`config.mk`:
```
export PLATFORM = sky130hd
export DESIGN_NAME = frame_diff_peak_locator
export DESIGN_NICKNAME = d
export VERILOG_FILES = /design/src/fdpl_pkg.sv /design/src/fdpl_front.sv /design/src/fdpl_sqrt_cell.sv /design/src/fdpl_peak.sv /design/src/frame_diff_peak_locator.sv
export SDC_FILE = /design/constraint.sdc
export NUM_CORES = 2
export LEC_CHECK = 0
export ABC_AREA = 1
export BUFFER_PORTS_ARGS = -buffer_cell sky130_fd_sc_hd__buf_2
export CORE_UTILIZATION = 35
export DETAILED_ROUTE_END_ITERATION = 8
export SLEW_MARGIN = 20
export SYNTH_ARGS = -nofsm -noshare
export SYNTH_HDL_FRONTEND = slang
export SYNTH_HIERARCHICAL = 1
export SYNTH_SLANG_ARGS = --single-unit
```
`constraint.sdc`:
```
create_clock -name clk -period 20.5 [get_ports clk]
set_clock_uncertainty 0.2 [all_clocks]
set_input_delay 5.125 -clock clk [delete_from_list [all_inputs] [get_ports clk]]
set_output_delay 5.125 -clock clk [all_outputs]
set_load 0.02 [all_outputs]
```
`src/fdpl_pkg.sv`:
```
`timescale 1ns / 1ps
// Shared types and constants for the frame difference peak locator.
// No dependencies; every module of the block imports this package.
package fdpl_pkg;

	localparam int unsigned COORD_BITS = 12;
	localparam int unsigned CFG_BITS   = 13;
	localparam int unsigned PIX_BITS   = 8;
	localparam int unsigned SQ_BITS    = 2 * PIX_BITS;
	localparam int unsigned SUM_BITS   = SQ_BITS + 2;
	localparam int unsigned VAL_BITS   = SQ_BITS;
	localparam int unsigned ROOT_BITS  = VAL_BITS / 2;
	localparam int unsigned COORD_SPAN = 1 << COORD_BITS;

	// floor(x / 3) = (x * ceil(2^19 / 3)) >> 19, exact for x below 2^19
	localparam int unsigned DIV3_SHIFT = 19;
	localparam int unsigned PROD_BITS  = 2 * SUM_BITS;
	localparam logic [SUM_BITS-1:0] DIV3_RECIP = SUM_BITS'(((1 << DIV3_SHIFT) + 2) / 3);

	localparam logic [CFG_BITS-1:0] WIDTH_RESET  = CFG_BITS'(1280);
	localparam logic [CFG_BITS-1:0] HEIGHT_RESET = CFG_BITS'(720);

	typedef enum logic [1:0] {
		REG_FRAME_WIDTH  = 2'd0,
		REG_FRAME_HEIGHT = 2'd1
	} cfg_reg_t;

	typedef struct packed {
		logic [PIX_BITS-1:0] first_ch0;
		logic [PIX_BITS-1:0] first_ch1;
		logic [PIX_BITS-1:0] first_ch2;
		logic [PIX_BITS-1:0] second_ch0;
		logic [PIX_BITS-1:0] second_ch1;
		logic [PIX_BITS-1:0] second_ch2;
	} pix_beat_t;

	typedef struct packed {
		logic [ROOT_BITS-1:0]  diff_value;
		logic                  frame_done;
		logic [ROOT_BITS-1:0]  peak_value;
		logic [COORD_BITS-1:0] peak_row;
		logic [COORD_BITS-1:0] peak_col;
	} res_beat_t;

	// One slot of the square-root chain: operand and partial root.
	typedef struct packed {
		logic                 valid;
		logic [VAL_BITS-1:0]  value;
		logic [ROOT_BITS-1:0] root;
	} sqrt_slot_t;

	// Last valid index for a size register: zero acts as one, oversize clamps.
	function automatic logic [COORD_BITS-1:0] last_index(input logic [CFG_BITS-1:0] size);
		logic [CFG_BITS-1:0] dec;
		dec = size - 1'b1;
		if (size == '0)
			return '0;
		if (32'(size) > COORD_SPAN)
			return '1;
		return COORD_BITS'(dec);
	endfunction

endpackage

```
`src/fdpl_front.sv`:
```
`timescale 1ns / 1ps
// Front end: channel differences, squares, sum and exact divide by three.
// Depends on fdpl_pkg; feeds the first cell of the square-root chain.
module fdpl_front
	import fdpl_pkg::*;
(
	input  logic       clk,
	input  logic       arst_n,
	input  logic       adv,
	input  logic       take,
	input  pix_beat_t  pix,
	output sqrt_slot_t slot
);

	logic                valid_s1;
	logic [SQ_BITS-1:0]  sq0_s1, sq1_s1, sq2_s1;
	logic                valid_s2;
	logic [SUM_BITS-1:0] sum_s2;
	logic                valid_s3;
	logic [VAL_BITS-1:0] quot_s3;

	logic [PIX_BITS-1:0]  d0, d1, d2;
	logic [PROD_BITS-1:0] prod;

	always_comb begin
		d0 = (pix.first_ch0 > pix.second_ch0) ? pix.first_ch0 - pix.second_ch0
		                                      : pix.second_ch0 - pix.first_ch0;
		d1 = (pix.first_ch1 > pix.second_ch1) ? pix.first_ch1 - pix.second_ch1
		                                      : pix.second_ch1 - pix.first_ch1;
		d2 = (pix.first_ch2 > pix.second_ch2) ? pix.first_ch2 - pix.second_ch2
		                                      : pix.second_ch2 - pix.first_ch2;
		prod = PROD_BITS'(sum_s2) * PROD_BITS'(DIV3_RECIP);
	end

	always_ff @(posedge clk or negedge arst_n) begin
		if (!arst_n) begin
			valid_s1 <= 1'b0;
			valid_s2 <= 1'b0;
			valid_s3 <= 1'b0;
		end else if (adv) begin
			valid_s1 <= take;
			valid_s2 <= valid_s1;
			valid_s3 <= valid_s2;
		end
	end

	always_ff @(posedge clk) begin
		if (adv) begin
			sq0_s1  <= SQ_BITS'(d0) * SQ_BITS'(d0);
			sq1_s1  <= SQ_BITS'(d1) * SQ_BITS'(d1);
			sq2_s1  <= SQ_BITS'(d2) * SQ_BITS'(d2);
			sum_s2  <= SUM_BITS'(sq0_s1) + SUM_BITS'(sq1_s1) + SUM_BITS'(sq2_s1);
			quot_s3 <= prod[DIV3_SHIFT +: VAL_BITS];
		end
	end

	assign slot.valid = valid_s3;
	assign slot.value = quot_s3;
	assign slot.root  = '0;

endmodule

```
`src/fdpl_sqrt_cell.sv`:
```
`timescale 1ns / 1ps
// One cell of the square-root chain: settles one root bit, then hands on.
// Depends on fdpl_pkg for the slot type.
module fdpl_sqrt_cell
	import fdpl_pkg::*;
(
	input  logic                 clk,
	input  logic                 arst_n,
	input  logic                 adv,
	input  logic [ROOT_BITS-1:0] bit_sel,
	input  sqrt_slot_t           slot_in,
	output sqrt_slot_t           slot_out
);

	logic [ROOT_BITS-1:0] trial;
	logic [VAL_BITS-1:0]  trial_sq;
	logic                 valid_q;
	logic [VAL_BITS-1:0]  value_q;
	logic [ROOT_BITS-1:0] root_q;

	always_comb begin
		trial    = slot_in.root | bit_sel;
		trial_sq = VAL_BITS'(trial) * VAL_BITS'(trial);
	end

	always_ff @(posedge clk or negedge arst_n) begin
		if (!arst_n) begin
			valid_q <= 1'b0;
		end else if (adv) begin
			valid_q <= slot_in.valid;
		end
	end

	// keep the bit only while its square stays within the operand
	always_ff @(posedge clk) begin
		if (adv) begin
			value_q <= slot_in.value;
			root_q  <= (trial_sq <= slot_in.value) ? trial : slot_in.root;
		end
	end

	assign slot_out.valid = valid_q;
	assign slot_out.value = value_q;
	assign slot_out.root  = root_q;

endmodule

```
`src/fdpl_peak.sv`:
```
`timescale 1ns / 1ps
// Peak tracker: size registers, raster counters, running peak and the
// output register. Depends on fdpl_pkg.
module fdpl_peak
	import fdpl_pkg::*;
(
	input  logic                clk,
	input  logic                arst_n,
	input  logic                cfg_valid,
	input  logic [1:0]          cfg_index,
	input  logic [CFG_BITS-1:0] cfg_data,
	input  sqrt_slot_t          slot,
	output logic                adv,
	output logic                res_valid,
	input  logic                res_stall,
	output res_beat_t           res
);

	logic [CFG_BITS-1:0]   width_q, height_q;
	logic [COORD_BITS-1:0] col_q, row_q;
	logic [ROOT_BITS-1:0]  best_q;
	logic [COORD_BITS-1:0] best_row_q, best_col_q;
	logic                  res_valid_q;
	res_beat_t             res_q;

	logic [COORD_BITS-1:0] last_col, last_row;
	logic                  row_end, done, upd, step;
	logic [ROOT_BITS-1:0]  nbest;
	logic [COORD_BITS-1:0] nrow, ncol;

	assign adv  = !res_valid_q || !res_stall;
	assign step = adv && slot.valid;

	always_comb begin
		last_col = last_index(width_q);
		last_row = last_index(height_q);
		row_end  = col_q >= last_col;
		done     = row_end && (row_q >= last_row);
		upd      = slot.root > best_q;
		nbest    = upd ? slot.root : best_q;
		nrow     = upd ? row_q : best_row_q;
		ncol     = upd ? col_q : best_col_q;
	end

	always_ff @(posedge clk or negedge arst_n) begin
		if (!arst_n) begin
			width_q  <= WIDTH_RESET;
			height_q <= HEIGHT_RESET;
		end else if (cfg_valid) begin
			case (cfg_index)
				REG_FRAME_WIDTH:  width_q  <= cfg_data;
				REG_FRAME_HEIGHT: height_q <= cfg_data;
				default: ;
			endcase
		end
	end

	always_ff @(posedge clk or negedge arst_n) begin
		if (!arst_n) begin
			col_q       <= '0;
			row_q       <= '0;
			best_q      <= '0;
			best_row_q  <= '0;
			best_col_q  <= '0;
			res_valid_q <= 1'b0;
		end else begin
			if (adv)
				res_valid_q <= slot.valid;
			if (step) begin
				if (done) begin
					col_q      <= '0;
					row_q      <= '0;
					best_q     <= '0;
					best_row_q <= '0;
					best_col_q <= '0;
				end else begin
					best_q     <= nbest;
					best_row_q <= nrow;
					best_col_q <= ncol;
					if (row_end) begin
						col_q <= '0;
						row_q <= row_q + 1'b1;
					end else begin
						col_q <= col_q + 1'b1;
					end
				end
			end
		end
	end

	always_ff @(posedge clk) begin
		if (step) begin
			res_q.diff_value <= slot.root;
			res_q.frame_done <= done;
			res_q.peak_value <= nbest;
			res_q.peak_row   <= nrow;
			res_q.peak_col   <= ncol;
		end
	end

	assign res_valid = res_valid_q;
	assign res       = res_q;

`ifndef SYNTHESIS
	a_done_clears: assert property (@(posedge clk) disable iff (!arst_n)
		step && done |=> col_q == '0 && row_q == '0 && best_q == '0)
		else $error("frame end did not clear peak and counters");

	a_peak_covers_diff: assert property (@(posedge clk) disable iff (!arst_n)
		res_valid_q |-> res_q.peak_value >= res_q.diff_value)
		else $error("peak below current difference");

	a_zero_peak_origin: assert property (@(posedge clk) disable iff (!arst_n)
		res_valid_q && res_q.peak_value == '0 |-> res_q.peak_row == '0 && res_q.peak_col == '0)
		else $error("zero peak away from origin");

	a_root_bound: assert property (@(posedge clk) disable iff (!arst_n)
		slot.valid |-> (VAL_BITS'(slot.root) * VAL_BITS'(slot.root)) <= slot.value)
		else $error("root squared exceeds operand");
`endif

endmodule

```
`src/frame_diff_peak_locator.sv`:
```
`timescale 1ns / 1ps
// Top level of the frame difference peak locator: front end, square-root
// cell chain and peak tracker. Depends on fdpl_pkg and the fdpl_* modules.
//
//  channel | handshake             | payload
//  --------+-----------------------+------------------------------
//  pix     | pix_valid / pix_stall | pix_beat_t, both frames' pixel
//  res     | res_valid / res_stall | res_beat_t, value and peak
//  cfg     | cfg_valid / cfg_ready | cfg_index, cfg_data
//
// One pixel beat per cycle unless a held result stalls; each beat passes
// through three front stages (squares, sum, divide by three), eight root
// cells and the output register.
// Reset clears the counters and the running peak and loads 1280 x 720.
// A held result stalls all stages; pix_stall = res_valid && res_stall.
module frame_diff_peak_locator
	import fdpl_pkg::*;
(
	input  logic                clk,
	input  logic                arst_n,
	input  logic                pix_valid,
	output logic                pix_stall,
	input  pix_beat_t           pix,
	output logic                res_valid,
	input  logic                res_stall,
	output res_beat_t           res,
	input  logic                cfg_valid,
	output logic                cfg_ready,
	input  logic [1:0]          cfg_index,
	input  logic [CFG_BITS-1:0] cfg_data
);

	logic       adv;
	sqrt_slot_t chain [ROOT_BITS+1];

	assign pix_stall = !adv;
	assign cfg_ready = 1'b1;

	fdpl_front u_front (
		.clk    (clk),
		.arst_n (arst_n),
		.adv    (adv),
		.take   (pix_valid),
		.pix    (pix),
		.slot   (chain[0])
	);

	// most significant root bit first
	for (genvar i = 0; i < ROOT_BITS; i++) begin : g_cell
		fdpl_sqrt_cell u_cell (
			.clk      (clk),
			.arst_n   (arst_n),
			.adv      (adv),
			.bit_sel  (ROOT_BITS'(1) << (ROOT_BITS - 1 - i)),
			.slot_in  (chain[i]),
			.slot_out (chain[i+1])
		);
	end

	fdpl_peak u_peak (
		.clk       (clk),
		.arst_n    (arst_n),
		.cfg_valid (cfg_valid),
		.cfg_index (cfg_index),
		.cfg_data  (cfg_data),
		.slot      (chain[ROOT_BITS]),
		.adv       (adv),
		.res_valid (res_valid),
		.res_stall (res_stall),
		.res       (res)
	);

endmodule
```
==> results by group <==
Timing
  • Tcrit/Tclk final: 56.1%
  • Fin Hold WS: 0.199 ns
  • Max frequency: 0.0870 GHz
  • Min Tclk post-route: 11.50 ns
  • Final setup viols: 0
  • RSZ-0062 raised after global routing: false
  • Final Hold Fails: 0
  • Setup tns final: 0 ns
  • Slew Viols, Final: 0
  • Slew HR: 36.2%
  • Worst Tran Pin Value: 0.955 ns

Floorplanning
  • Height of the chip: 372 um
  • Starting Density: 35.3%
  • Die ar.: 0.138 mm^2
  • Die X: 372 um
  • I/O pin total: 112
  • Core ar.: 0.135 mm^2
  • FP Rows: 135

Synthesis
  • Cells after synthesis: 5905
  • Synth warn: 6
  • Syn Area/Cell: 8.09 um^2
  • Mapped Area: 0.0478 mm^2

Setup path
  • Largest stage delay on the critical path: 0.34 ns
  • CP max stage cell: nand2_8
  • CP Class: input pin to output pin
  • Crit path launch type: input pin
  • Critical R2R Capture: g_cell[5].u_cell/root_q[7]
  • FF-to-FF Start: g_cell[4].u_cell/root_q[3]
  • Worst-path cell chain: buf_2 -> nand2_8 -> inv_1 -> buf_2
  • R2R Setup Slk: 14.50 ns
  • Crit. End Element: output pin
  • Most used cell, CP: buf_2
  • CP Launch Point: res_stall
  • Worst Path Required: 15.18 ns
  • Worst-path fanout max: 58
  • Worst path arrival time: 6.17 ns
  • Reg2reg path depth: 28

Finish
  • Commonest non-fill, non-tap cell in the layout: nand2_1
  • Final nets: 7248
  • Layout Cells excl Fill: 7912
  • Most frequent cells in the layout: nand2_1, inv_1, ha_1, nor2_1, fa_1
  • Share of cells above drive strength 1: 6.30%
  • Filler cell count: 14000
  • Ant diodes: 0
  • Area Overhead vs Synth: 9.34%

Drt
  • Routed vias/inst: 4.56
  • WL per Instance: 12.8 um
  • Vias: 36100
  • DR DRC count: 0
  • Iter 0 DRT Violations: 1617
  • Final ANT Viol Nets: 0
  • Drt first pass iters: 6
  • Final wirelength: 101000 um

Clock network
  • CTS tree: yes
  • CTS Sinks: 390
  • CTS resizes: 0
  • H-tree depth: 2
  • Clk root buf: clkbuf_16
  • Clock Tree Buf Depth: 3
  • Clk_lat worst skew: 0.64 ns
  • Total CTS buffers: 47
  • Post-CTS Setup Repair Bufs: 0
  • CTS Hold Bufs: 0
  • Clk slew on worst S/H paths: 0.06 ns

Placement
  • HPWL after DPL: 85100 um
  • Cell Count Post-Placement: 7824
  • Port bufs: 110
  • Gpl congestion: 0.878

Status
  • Status: finished, final reports clean

Global route
  • GRT Util Overall: 15.0%
  • Vias in the first global route: 36200
  • Initial antenna violation count: 1
  • Total grt overflow: 0
  • Largest net degree at the start of global routing: 152
  • First-pass GRT wire length: 174000 um

Worst hold path
  • Hold endpoint: g_cell[1].u_cell/value_q[2]
  • Worst Hold Class: register to register
  • Hold path startpoint: g_cell[0].u_cell/value_q[2]
  • Hold path depth: 0

Job
  • Max-cap violation count: 0
==> flip-flops by register name (all words and copies together) (netlist names), 13 cells and up <==
name                   flops
g_cell.u_cell/root_q      64
g_cell.u_cell/value_q    112
u_front/quot_s3           16
u_front/sq0_s1            15
u_front/sq1_s1            15
u_front/sq2_s1            15
u_front/sum_s2            18
u_peak/height_q           13
u_peak/res                41
u_peak/width_q            13
==> area by class of cell <==
cell class / count / area (um^2) / share of cell area, %
Inverter: 1347 / 5070 / 9.71
Clock inverter: 32 / 414 / 0.793
Multi-Input combinational cell: 4192 / 31400 / 60.1
Tap cell: 1781 / 2230 / 4.26
Clock buffer: 56 / 1270 / 2.44
Sequential cell: 390 / 11200 / 21.5
Timing Repair Buffer: 114 / 596 / 1.14
==> routing by layer <==
layer  wire length [um]  global-route usage [%]  share of wire, %
met1              47500                    20.1                47
met4               1870                    3.20               1.8
met5                  0                       0                 0
met2              49100                    26.3                49
met3               2750                    1.30               2.7
==> worst max-delay path, delay by kind of cell <==
kind                   cells  cell delay [ns]
buffers and inverters      3             0.63
AND/OR/NAND/NOR            1             0.34
==> through the flow <==
stage               util [%]  setup slack (ns)  instance area [um^2]
detailed placement      37.3              8.90                 50600
global route            38.6              8.92                 52300
CTS                     38.6              8.89                 52300
floorplan                  -              6.19                 48100
global placement        37.3              8.91                 50600
finish                  38.6              9.00                 52300
==> how the worst max path moves through the flow <==
stage / end / slack, ns / depth (start not counted)
after global routing: pix_stall / 8.92 / 4
after CTS: pix_stall / 8.89 / 4
final: pix_stall / 9.00 / 4
after detailed placement: pix_stall / 8.90 / 4
after global placement: pix_stall / 8.91 / 4
after floorplan: pix_stall / 6.19 / 2
Power is left out: the tool's default activity adds up to more than one toggle a clock period on the data nets, which glitch-free logic cannot reach.
